<file path="src/rtl/core/apid_pkg.sv">
// ----------------------------------------------------------------------------
// apid_pkg
// Shared types and constants for the attitude pid tick with leaky integral.
// ----------------------------------------------------------------------------
package apid_pkg;

    // field widths
    localparam int TARGET_W = 13;
    localparam int ANGLE_W  = 16;
    localparam int RATE_W   = 16;
    localparam int GAIN_W   = 16;
    localparam int INTEG_W  = 16;
    localparam int DRIVE_W  = 18;
    localparam int CFG_IDX_W = 2;

    // internal widths
    localparam int ERR_W   = 17;
    localparam int SUM_W   = 26;
    localparam int SUM9_W  = 30;
    localparam int MAG1_W  = 18;
    localparam int MAG2_W  = 19;
    localparam int MUL_W   = 20;
    localparam int PROD_W  = 40;
    localparam int ACC_W   = 42;
    localparam int QLO_W   = 34;
    localparam int DIVX_W  = 30;
    localparam int DMAG_W  = 17;

    // limits and reciprocal constants
    localparam int INTEG_LIMIT = 25600;
    localparam int DRIVE_LIMIT = 76800;
    localparam int LEAK_OVER   = 256010;   // 10 * (INTEG_LIMIT + 1)
    localparam int DRIVE_OVER  = 384005;   // 5 * (DRIVE_LIMIT + 1)
    localparam int RECIP10     = 209716;   // ceil(2^21 / 10)
    localparam int RECIP5      = 419431;   // ceil(2^21 / 5)
    localparam int RECIP_SHIFT = 21;
    localparam int DRIVE_SHIFT = 12;       // 20480 = 5 * 4096

    // register reset values
    localparam logic [GAIN_W-1:0] GAIN_P_RESET = 16'd270;
    localparam logic [GAIN_W-1:0] GAIN_I_RESET = 16'd0;
    localparam logic [GAIN_W-1:0] GAIN_R_RESET = 16'd975;

    // register indexes
    localparam logic [CFG_IDX_W-1:0] REG_GAIN_P = 2'd0;
    localparam logic [CFG_IDX_W-1:0] REG_GAIN_I = 2'd1;
    localparam logic [CFG_IDX_W-1:0] REG_GAIN_R = 2'd2;

    // sequencer steps
    typedef enum logic [3:0] {
        ST_IDLE,
        ST_SCALE,
        ST_ABS1,
        ST_DIV10,
        ST_INTEG,
        ST_MR,
        ST_MI,
        ST_ACC,
        ST_ABS2,
        ST_DIV5,
        ST_OUT
    } step_t;

    typedef struct packed {
        step_t step;
        logic  in_ready;
        logic  load_out;
    } seq_ctrl_t;

endpackage

</file>
<file path="src/rtl/core/apid_if.sv">
// ----------------------------------------------------------------------------
// apid_if
// Valid/ready channels of the attitude pid block: sample, result and config.
// ----------------------------------------------------------------------------
interface apid_in_if;
    logic                                 valid;
    logic                                 ready;
    logic signed [apid_pkg::TARGET_W-1:0] target_angle;
    logic signed [apid_pkg::ANGLE_W-1:0]  measured_angle;
    logic signed [apid_pkg::RATE_W-1:0]   measured_rate;

    modport source (output valid, output target_angle, output measured_angle,
                    output measured_rate, input ready);
    modport sink (input valid, input target_angle, input measured_angle,
                  input measured_rate, output ready);
endinterface

interface apid_out_if;
    logic                                valid;
    logic                                ready;
    logic signed [apid_pkg::DRIVE_W-1:0] drive;
    logic                                saturated;

    modport source (output valid, output drive, output saturated, input ready);
    modport sink (input valid, input drive, input saturated, output ready);
endinterface

interface apid_cfg_if;
    logic                                valid;
    logic                                ready;
    logic [apid_pkg::CFG_IDX_W-1:0]      reg_index;
    logic [apid_pkg::GAIN_W-1:0]         wdata;

    modport source (output valid, output reg_index, output wdata, input ready);
    modport sink (input valid, input reg_index, input wdata, output ready);
endinterface

</file>
<file path="src/rtl/core/apid_mul.sv">
// ----------------------------------------------------------------------------
// apid_mul
// Shared signed multiplier with a registered product.
// ----------------------------------------------------------------------------
module apid_mul (
    input  logic                                clk,
    input  logic signed [apid_pkg::MUL_W-1:0]   op_a,
    input  logic signed [apid_pkg::MUL_W-1:0]   op_b,
    output logic signed [apid_pkg::PROD_W-1:0]  prod
);
    import apid_pkg::*;

    logic signed [PROD_W-1:0] prod_reg;
    logic signed [PROD_W-1:0] prod_next;

    assign prod_next = op_a * op_b;

    always_ff @(posedge clk)
    begin
        prod_reg <= prod_next;
    end

    assign prod = prod_reg;

endmodule

</file>
<file path="src/rtl/core/apid_seq.sv">
// ----------------------------------------------------------------------------
// apid_seq
// Step sequencer for one control tick.
// ----------------------------------------------------------------------------
module apid_seq (
    input  logic                 clk,
    input  logic                 rst_n,
    input  logic                 in_valid,
    input  logic                 out_free,
    output apid_pkg::seq_ctrl_t  ctrl
);
    import apid_pkg::*;

    step_t state_reg;
    step_t state_next;

    always_ff @(posedge clk or negedge rst_n)
    begin
        if (!rst_n)
        begin
            state_reg <= ST_IDLE;
        end
        else
        begin
            state_reg <= state_next;
        end
    end

    always_comb
    begin
        state_next    = state_reg;
        ctrl.step     = state_reg;
        ctrl.in_ready = 1'b0;
        ctrl.load_out = 1'b0;
        unique case (state_reg)
            ST_IDLE:
            begin
                ctrl.in_ready = 1'b1;
                if (in_valid)
                begin
                    state_next = ST_SCALE;
                end
            end
            ST_SCALE: state_next = ST_ABS1;
            ST_ABS1:  state_next = ST_DIV10;
            ST_DIV10: state_next = ST_INTEG;
            ST_INTEG: state_next = ST_MR;
            ST_MR:    state_next = ST_MI;
            ST_MI:    state_next = ST_ACC;
            ST_ACC:   state_next = ST_ABS2;
            ST_ABS2:  state_next = ST_DIV5;
            ST_DIV5:  state_next = ST_OUT;
            ST_OUT:
            begin
                // wait for the output register to free up
                if (out_free)
                begin
                    ctrl.load_out = 1'b1;
                    state_next    = ST_IDLE;
                end
            end
            default:  state_next = ST_IDLE;
        endcase
    end

endmodule

</file>
<file path="src/rtl/core/attitude_pid_leaky_integral.sv">
// ----------------------------------------------------------------------------
// attitude_pid_leaky_integral
// One attitude-axis pid tick per item, with a leaky, sign-reset integral.
// ----------------------------------------------------------------------------
// Each item is taken in the idle step and then runs through ten sequencer
// steps, the last of which loads the result into the output register once
// that register is free. One shared 20x20 signed multiplier is stepped
// five times (the divide-by-10 of the leak, the three gain products and the
// divide-by-5 of the drive), with add, absolute value and scaling steps in
// between. One item is worked on at a time and sample.ready is low while
// it runs through those steps. The result sits in an output
// register, so the next item is accepted while a finished result still waits
// to be taken; a second result waits in the last step until the register is
// free. Gain writes on cfg are always taken and are meant to happen only
// while the block is idle.
// ----------------------------------------------------------------------------
module attitude_pid_leaky_integral (
    input  logic       clk,
    input  logic       rst_n,
    apid_in_if.sink    sample,
    apid_out_if.source result,
    apid_cfg_if.sink   cfg
);
    import apid_pkg::*;

    // configuration registers
    logic [GAIN_W-1:0] gain_p_reg;
    logic [GAIN_W-1:0] gain_i_reg;
    logic [GAIN_W-1:0] gain_r_reg;

    // integral state
    logic [INTEG_W-1:0] integ_reg;
    logic [INTEG_W-1:0] integ_next;

    // per-item working registers
    logic [ERR_W-1:0]   err_reg;
    logic [RATE_W-1:0]  rate_reg;
    logic [SUM_W-1:0]   sum_reg;
    logic [SUM9_W-1:0]  sum9_reg;
    logic [MAG1_W-1:0]  mag1_reg;
    logic               neg1_reg;
    logic               over1_reg;
    logic [ACC_W-1:0]   acc_reg;
    logic [MAG2_W-1:0]  mag2_reg;
    logic               neg2_reg;
    logic               over2_reg;

    // output register
    logic               out_valid_reg;
    logic [DRIVE_W-1:0] drive_reg;
    logic               sat_reg;

    seq_ctrl_t          ctrl;
    logic               take_item;
    logic               out_free;

    logic signed [MUL_W-1:0]  mul_a;
    logic signed [MUL_W-1:0]  mul_b;
    logic signed [PROD_W-1:0] prod;
    logic [ACC_W-1:0]         prod_ext;

    logic [ERR_W-1:0]   err_in;
    logic [SUM_W-1:0]   sum_in;
    logic [SUM9_W-1:0]  sum9_in;
    logic [SUM9_W-1:0]  mag1_full;
    logic [INTEG_W-1:0] leak_mag;
    logic [INTEG_W-1:0] leak_val;
    logic               err_neg;
    logic               err_pos;
    logic [ACC_W-1:0]   acc_mag;
    logic [DIVX_W-1:0]  acc_div;
    logic [DMAG_W-1:0]  drive_mag;
    logic [DRIVE_W-1:0] drive_val;

    apid_seq u_seq (
        .clk      (clk),
        .rst_n    (rst_n),
        .in_valid (sample.valid),
        .out_free (out_free),
        .ctrl     (ctrl)
    );

    apid_mul u_mul (
        .clk  (clk),
        .op_a (mul_a),
        .op_b (mul_b),
        .prod (prod)
    );

    assign sample.ready = ctrl.in_ready;
    assign take_item    = sample.valid && ctrl.in_ready;
    assign out_free     = !out_valid_reg || result.ready;
    assign cfg.ready    = 1'b1;

    // error and pre-leak sum, formed as the item is taken
    assign err_in = {{(ERR_W - TARGET_W){sample.target_angle[TARGET_W-1]}},
                     sample.target_angle}
                  - {{(ERR_W - ANGLE_W){sample.measured_angle[ANGLE_W-1]}},
                     sample.measured_angle};
    assign sum_in = {{(SUM_W - INTEG_W){integ_reg[INTEG_W-1]}}, integ_reg}
                  + {err_in[ERR_W-1], err_in, 8'b0};

    // sum * 9 as shift and add
    assign sum9_in = {sum_reg[SUM_W-1], sum_reg, 3'b0}
                   + {{(SUM9_W - SUM_W){sum_reg[SUM_W-1]}}, sum_reg};

    assign mag1_full = sum9_reg[SUM9_W-1] ? (~sum9_reg + 1'b1) : sum9_reg;

    // leak: |sum*9| / 10 by reciprocal, then clamp, sign and sign reset
    assign leak_mag = over1_reg ? INTEG_W'(INTEG_LIMIT)
                                : prod[RECIP_SHIFT +: INTEG_W];
    assign err_neg  = err_reg[ERR_W-1];
    assign err_pos  = !err_reg[ERR_W-1] && (err_reg != '0);

    always_comb
    begin
        leak_val = neg1_reg ? (~leak_mag + 1'b1) : leak_mag;
        // integral opposing the error is dropped
        if ((leak_mag != '0) && ((!neg1_reg && err_neg) || (neg1_reg && err_pos)))
        begin
            integ_next = '0;
        end
        else
        begin
            integ_next = leak_val;
        end
    end

    assign prod_ext = {{(ACC_W - PROD_W){prod[PROD_W-1]}}, prod};

    // drive magnitude, scaled by 1/4096 ahead of the divide by 5
    assign acc_mag = acc_reg[ACC_W-1] ? (~acc_reg + 1'b1) : acc_reg;
    assign acc_div = acc_mag[DRIVE_SHIFT +: DIVX_W];

    assign drive_mag = over2_reg ? DMAG_W'(DRIVE_LIMIT) : prod[RECIP_SHIFT +: DMAG_W];
    assign drive_val = neg2_reg ? (~{1'b0, drive_mag} + 1'b1) : {1'b0, drive_mag};

    // operand select for the shared multiplier
    always_comb
    begin
        mul_a = '0;
        mul_b = '0;
        unique case (ctrl.step)
            ST_DIV10:
            begin
                mul_a = {{(MUL_W - MAG1_W){1'b0}}, mag1_reg};
                mul_b = MUL_W'(RECIP10);
            end
            ST_INTEG:
            begin
                mul_a = {{(MUL_W - GAIN_W){gain_p_reg[GAIN_W-1]}}, gain_p_reg};
                mul_b = {{(MUL_W - ERR_W){err_reg[ERR_W-1]}}, err_reg};
            end
            ST_MR:
            begin
                mul_a = {{(MUL_W - GAIN_W){gain_r_reg[GAIN_W-1]}}, gain_r_reg};
                mul_b = {{(MUL_W - RATE_W){rate_reg[RATE_W-1]}}, rate_reg};
            end
            ST_MI:
            begin
                mul_a = {{(MUL_W - GAIN_W){gain_i_reg[GAIN_W-1]}}, gain_i_reg};
                mul_b = {{(MUL_W - INTEG_W){integ_reg[INTEG_W-1]}}, integ_reg};
            end
            ST_DIV5, ST_OUT:
            begin
                // kept on while the result waits so the quotient stays valid
                mul_a = {{(MUL_W - MAG2_W){1'b0}}, mag2_reg};
                mul_b = MUL_W'(RECIP5);
            end
            default:
            begin
                mul_a = '0;
                mul_b = '0;
            end
        endcase
    end

    // gain registers
    always_ff @(posedge clk or negedge rst_n)
    begin
        if (!rst_n)
        begin
            gain_p_reg <= GAIN_P_RESET;
            gain_i_reg <= GAIN_I_RESET;
            gain_r_reg <= GAIN_R_RESET;
        end
        else if (cfg.valid)
        begin
            if (cfg.reg_index == REG_GAIN_P)
            begin
                gain_p_reg <= cfg.wdata;
            end
            if (cfg.reg_index == REG_GAIN_I)
            begin
                gain_i_reg <= cfg.wdata;
            end
            if (cfg.reg_index == REG_GAIN_R)
            begin
                gain_r_reg <= cfg.wdata;
            end
        end
    end

    // integral state and output handshake
    always_ff @(posedge clk or negedge rst_n)
    begin
        if (!rst_n)
        begin
            integ_reg     <= '0;
            out_valid_reg <= 1'b0;
        end
        else
        begin
            if (ctrl.step == ST_INTEG)
            begin
                integ_reg <= integ_next;
            end
            if (ctrl.load_out)
            begin
                out_valid_reg <= 1'b1;
            end
            else if (result.ready)
            begin
                out_valid_reg <= 1'b0;
            end
        end
    end

    // datapath registers, stepped by the sequencer
    always_ff @(posedge clk)
    begin
        if (take_item)
        begin
            err_reg  <= err_in;
            rate_reg <= sample.measured_rate;
            sum_reg  <= sum_in;
        end
        unique case (ctrl.step)
            ST_SCALE:
            begin
                sum9_reg <= sum9_in;
            end
            ST_ABS1:
            begin
                neg1_reg  <= sum9_reg[SUM9_W-1];
                over1_reg <= (mag1_full >= SUM9_W'(LEAK_OVER));
                mag1_reg  <= mag1_full[MAG1_W-1:0];
            end
            ST_MR:
            begin
                acc_reg <= prod_ext;
            end
            ST_MI:
            begin
                acc_reg <= acc_reg - prod_ext;
            end
            ST_ACC:
            begin
                acc_reg <= {acc_reg[QLO_W-1:0], 8'b0} + prod_ext;
            end
            ST_ABS2:
            begin
                neg2_reg  <= acc_reg[ACC_W-1];
                over2_reg <= (acc_div >= DIVX_W'(DRIVE_OVER));
                mag2_reg  <= acc_div[MAG2_W-1:0];
            end
            default:
            begin
            end
        endcase
        if (ctrl.load_out)
        begin
            drive_reg <= drive_val;
            sat_reg   <= over2_reg;
        end
    end

    assign result.valid     = out_valid_reg;
    assign result.drive     = drive_reg;
    assign result.saturated = sat_reg;

endmodule

</file>
<file path="src/flat_wrapper.sv">
// flat-port wrapper written by rule: the top's interface ports become plain ports
module attitude_pid_leaky_integral_flat import apid_pkg::*;
  (clk, rst_n, sample_valid, sample_target_angle, sample_measured_angle, sample_measured_rate, sample_ready, result_valid, result_drive, result_saturated, result_ready, cfg_valid, cfg_reg_index, cfg_wdata, cfg_ready);
  apid_in_if sample_i ();
  apid_out_if result_i ();
  apid_cfg_if cfg_i ();
  input  logic clk;
  input  logic rst_n;
  input wire logic [$bits(sample_i.valid)-1:0] sample_valid;
  input wire logic [$bits(sample_i.target_angle)-1:0] sample_target_angle;
  input wire logic [$bits(sample_i.measured_angle)-1:0] sample_measured_angle;
  input wire logic [$bits(sample_i.measured_rate)-1:0] sample_measured_rate;
  output wire logic [$bits(sample_i.ready)-1:0] sample_ready;
  output wire logic [$bits(result_i.valid)-1:0] result_valid;
  output wire logic [$bits(result_i.drive)-1:0] result_drive;
  output wire logic [$bits(result_i.saturated)-1:0] result_saturated;
  input wire logic [$bits(result_i.ready)-1:0] result_ready;
  input wire logic [$bits(cfg_i.valid)-1:0] cfg_valid;
  input wire logic [$bits(cfg_i.reg_index)-1:0] cfg_reg_index;
  input wire logic [$bits(cfg_i.wdata)-1:0] cfg_wdata;
  output wire logic [$bits(cfg_i.ready)-1:0] cfg_ready;
  assign sample_i.valid = sample_valid;
  assign sample_i.target_angle = sample_target_angle;
  assign sample_i.measured_angle = sample_measured_angle;
  assign sample_i.measured_rate = sample_measured_rate;
  assign sample_ready = sample_i.ready;
  assign result_valid = result_i.valid;
  assign result_drive = result_i.drive;
  assign result_saturated = result_i.saturated;
  assign result_i.ready = result_ready;
  assign cfg_i.valid = cfg_valid;
  assign cfg_i.reg_index = cfg_reg_index;
  assign cfg_i.wdata = cfg_wdata;
  assign cfg_ready = cfg_i.ready;
  attitude_pid_leaky_integral u_core (.clk(clk), .rst_n(rst_n), .sample(sample_i), .result(result_i), .cfg(cfg_i));
endmodule
</file>
<file path="config.mk">
export PLATFORM = sky130hd
export DESIGN_NAME = attitude_pid_leaky_integral_flat
export DESIGN_NICKNAME = d
export VERILOG_FILES = /design/src/rtl/core/apid_pkg.sv /design/src/rtl/core/apid_if.sv /design/src/rtl/core/apid_mul.sv /design/src/rtl/core/apid_seq.sv /design/src/rtl/core/attitude_pid_leaky_integral.sv /design/src/flat_wrapper.sv
export SDC_FILE = /design/constraint.sdc
export NUM_CORES = 2
export LEC_CHECK = 0
export CAP_MARGIN = 10
export CORE_MARGIN = 1.5
export CORE_UTILIZATION = 53
export CTS_BUF_LIST = sky130_fd_sc_hd__clkbuf_4
export DETAILED_ROUTE_END_ITERATION = 10
export DONT_BUFFER_PORTS = 1
export PLACE_DENSITY = 0.72
export SLEW_MARGIN = 0
export SYNTH_ARGS = -nofsm -noshare
export SYNTH_HDL_FRONTEND = slang
export SYNTH_SLANG_ARGS = --single-unit
</file>
<file path="constraint.sdc">
create_clock -name clk -period 14.5 [get_ports clk]
set_input_delay 1.45 -clock clk [delete_from_list [all_inputs] [get_ports clk]]
set_output_delay 1.45 -clock clk [all_outputs]
set_load 0.05 [all_outputs]
</file>
==> flow_metrics.env <==
export IMPL_largest_reg_flops=42
export IMPL_gp_congestion=1.03
export IMPL_grt_pass1_wl_mm=153
export IMPL_dpl_worst_slack_ns=4.11
export IMPL_synth_top_family_by_area="adder cells"
export IMPL_synth_edf_count=191
export IMPL_syn_area_um2=34000
export IMPL_drt_wl_total_mm=96.6
export IMPL_portBuffers=0
export IMPL_drtIter0Drc=2613
export IMPL_syn_to_final_growth_pct=6.10
export IMPL_synthesis_nets=4399
export IMPL_syn_inst=3663
export IMPL_antenna_found_initial=4
export IMPL_detail_route_first_pass_iterations=5
export IMPL_worstHoldPathType="input pin to async pin"
export IMPL_chipWidth_um=256
export IMPL_clk_latency_ns=0.85
export IMPL_synth_fa_ha_area_frac=0.339
export IMPL_overflow=0
export IMPL_worstMarginPinSlew_ns=1.20
export IMPL_wl_per_cell_um=21.1
export IMPL_path_clk_slew_ns=0.07
export IMPL_cts_buffer_depth=3
export IMPL_ys_seq_area_frac=0.243
export IMPL_crit_top_cell="fa_1"
export IMPL_via_per_inst=5.81
export IMPL_dr_total_vias=26600
export IMPL_cts_sinks=300
export IMPL_grt_use_total=0.301
export IMPL_period_share=0.743
export IMPL_drive_gt1_frac=0.0734
export IMPL_r2r_end="u_core.u_mul.prod[38]$_DFF_P_"
export IMPL_die_area_um2=65800
export IMPL_ioPinCount=90
export IMPL_yosysWarnings=0
export IMPL_rsz0062_at_grt="no"
export IMPL_grt_max_degree=70
export IMPL_reg2regPathDepth=28
export IMPL_synth_avg_cell_area_um2=9.29
export IMPL_worstSetupEndpointType="flip-flop"
export IMPL_start_util=0.538
export IMPL_post_cts_buffers=0
export IMPL_timing_reg2reg_setup_slack_ns=3.72
export IMPL_cp_slowest_stage_delay_ns=0.99
export IMPL_setup_viol_count_final=0
export IMPL_r2r_start="u_core.u_seq.state_reg[3]$_DFFE_PN0P_"
export IMPL_fin_nets=4401
export IMPL_start_kind="flip-flop"
export IMPL_yosys_mux_area_fraction=0.0195
export IMPL_worst_slack_ns=3.72
export IMPL_maxSlewHeadroom=0.199
export IMPL_synth_xor_area_share=0.0515
export IMPL_ys_async_sr_fraction=0.230
export IMPL_cts_resized_gates=0
export IMPL_grt_pass1_vias=26600
export IMPL_layout_commonest_cell="inv_1"
export IMPL_cp_max_fo=32
export IMPL_tritoncts_num_buffers=80
export IMPL_htreeDepth=3
export IMPL_ys_ff_latch=300
export IMPL_synth_compound_area_frac=0.123
export IMPL_setup_tns_ns=0
export IMPL_yosys_most_used_dff="edfxtp_1"
export IMPL_hpwlAfterDp_mm=76.0
export IMPL_antenna_left=0
export IMPL_drv_slew=0
export IMPL_row_count=92
export IMPL_outcome="finished, final reports clean"
export IMPL_fin_crit_ns=10.78
export IMPL_cts_tree="built"
export IMPL_final_cell_mix="648 x inv_1, 425 x fa_1, 382 x nand2_1"
export IMPL_crit_arrival_ns=11.52
export IMPL_required_ns=15.24
export IMPL_slowest_stage="nor2_1"
export IMPL_clockRootBuffer="clkbuf_4"
export IMPL_die_height_um=256
export IMPL_synth_cell_types=80
export IMPL_hold_buffers=0
export IMPL_route_detailed_drc=0
export IMPL_skew_ns=0.0988
export IMPL_max_cap_violations=0
export IMPL_yosys_area_share_simple=0.139
export IMPL_finalHoldViolCount=0
export IMPL_core_area_um2=63300
export IMPL_crit_type="flip-flop to flip-flop"
export IMPL_max_freq_mhz=92.8
critical path, delay by kind of cell (launching register included):
kind / cells / cell delay [ns]
simple gates: 7 / 2.76
xor+xnor: 1 / 0.16
flops: 1 / 0.59
compound gates: 7 / 2.17
buf+inv: 5 / 0.85
fa+ha+maj: 8 / 4.13
layout make-up:
class,count,area [µm²]
clock buffers,117,878
inverters,648,2430
well taps,846,1060
clock inverters,32,221
diodes,2,5.00
fillers,5659,27200
multi-input cells,2599,23000
repair buffers,36,270
flip-flops and latches,300,8280
cell usage after synthesis, drive strengths merged (15+ instances only):
cell | number | area share
and2 | 18 | 0.0033
nor2 | 346 | 0.038
a22o | 15 | 0.0039
xnor2 | 152 | 0.039
a31oi | 22 | 0.0040
o31ai | 22 | 0.0049
a21oi | 130 | 0.019
nand2 | 382 | 0.042
mux2 | 51 | 0.017
dfxtp | 40 | 0.024
and4 | 19 | 0.0049
o21bai | 29 | 0.0064
fa | 425 | 0.25
nand4 | 34 | 0.0062
a22oi | 46 | 0.010
or3 | 26 | 0.0049
and3 | 20 | 0.0037
dfrtp | 57 | 0.042
nand2b | 36 | 0.0066
a21o | 60 | 0.013
o21ai | 132 | 0.019
nand3 | 40 | 0.0059
nor4 | 18 | 0.0033
clkbuf | 108 | 0.012
o211ai | 18 | 0.0040
edfxtp | 191 | 0.17
nor2b | 22 | 0.0040
nor3 | 40 | 0.0059
ha | 243 | 0.089
inv | 648 | 0.071
o21a | 23 | 0.0051
xor2 | 48 | 0.012
kinds of logic after synthesis:
logic type	after synthesis
flip-flops	300
other	1
XOR/XNOR	200
adder cells (fa/ha/maj)	668
AND/OR/NAND/NOR	1043
AO/OA/AOI/OAI	627
buffers and inverters	764
multiplexers	60
through the flow:
step / util / instances / cell area, µm² / hold slack [ns]
after CTS: 0.570 / 4578 / 36100 / 0.262
after detailed placement: 0.553 / 4429 / 35000 / 0.474
final: 0.571 / 4580 / 36100 / 0.302
after floorplan: - / 3663 / 34000 / 0.424
after global routing: 0.571 / 4579 / 36100 / 0.261
after global placement: 0.553 / 4429 / 35000 / 0.471
layer usage:
metal | global-route usage | share of wire
met1 | 0.420 | 0.42
met2 | 0.453 | 0.44
met4 | 0.117 | 0.044
met5 | 0 | 0.00026
met3 | 0.0742 | 0.098
worst max path at each step:
stage | startpoint | endpoint | slack, ns
after global placement | u_core.u_seq.state_reg[3]$_DFFE_PN0P_ | u_core.u_mul.prod[38]$_DFF_P_ | 4.44
final | u_core.u_seq.state_reg[3]$_DFFE_PN0P_ | u_core.u_mul.prod[38]$_DFF_P_ | 3.72
after floorplan | u_core.u_seq.state_reg[1]$_DFFE_PN0P_ | u_core.u_mul.prod[38]$_DFF_P_ | 6.01
after global routing | u_core.u_seq.state_reg[3]$_DFFE_PN0P_ | u_core.u_mul.prod[38]$_DFF_P_ | 3.30
after CTS | u_core.u_seq.state_reg[3]$_DFFE_PN0P_ | u_core.u_mul.prod[38]$_DFF_P_ | 4.04
after detailed placement | u_core.u_seq.state_reg[3]$_DFFE_PN0P_ | u_core.u_mul.prod[38]$_DFF_P_ | 4.11
Power is not shown: default switching activity piles up to over one toggle a cycle in this logic, so the estimate is an artifact.
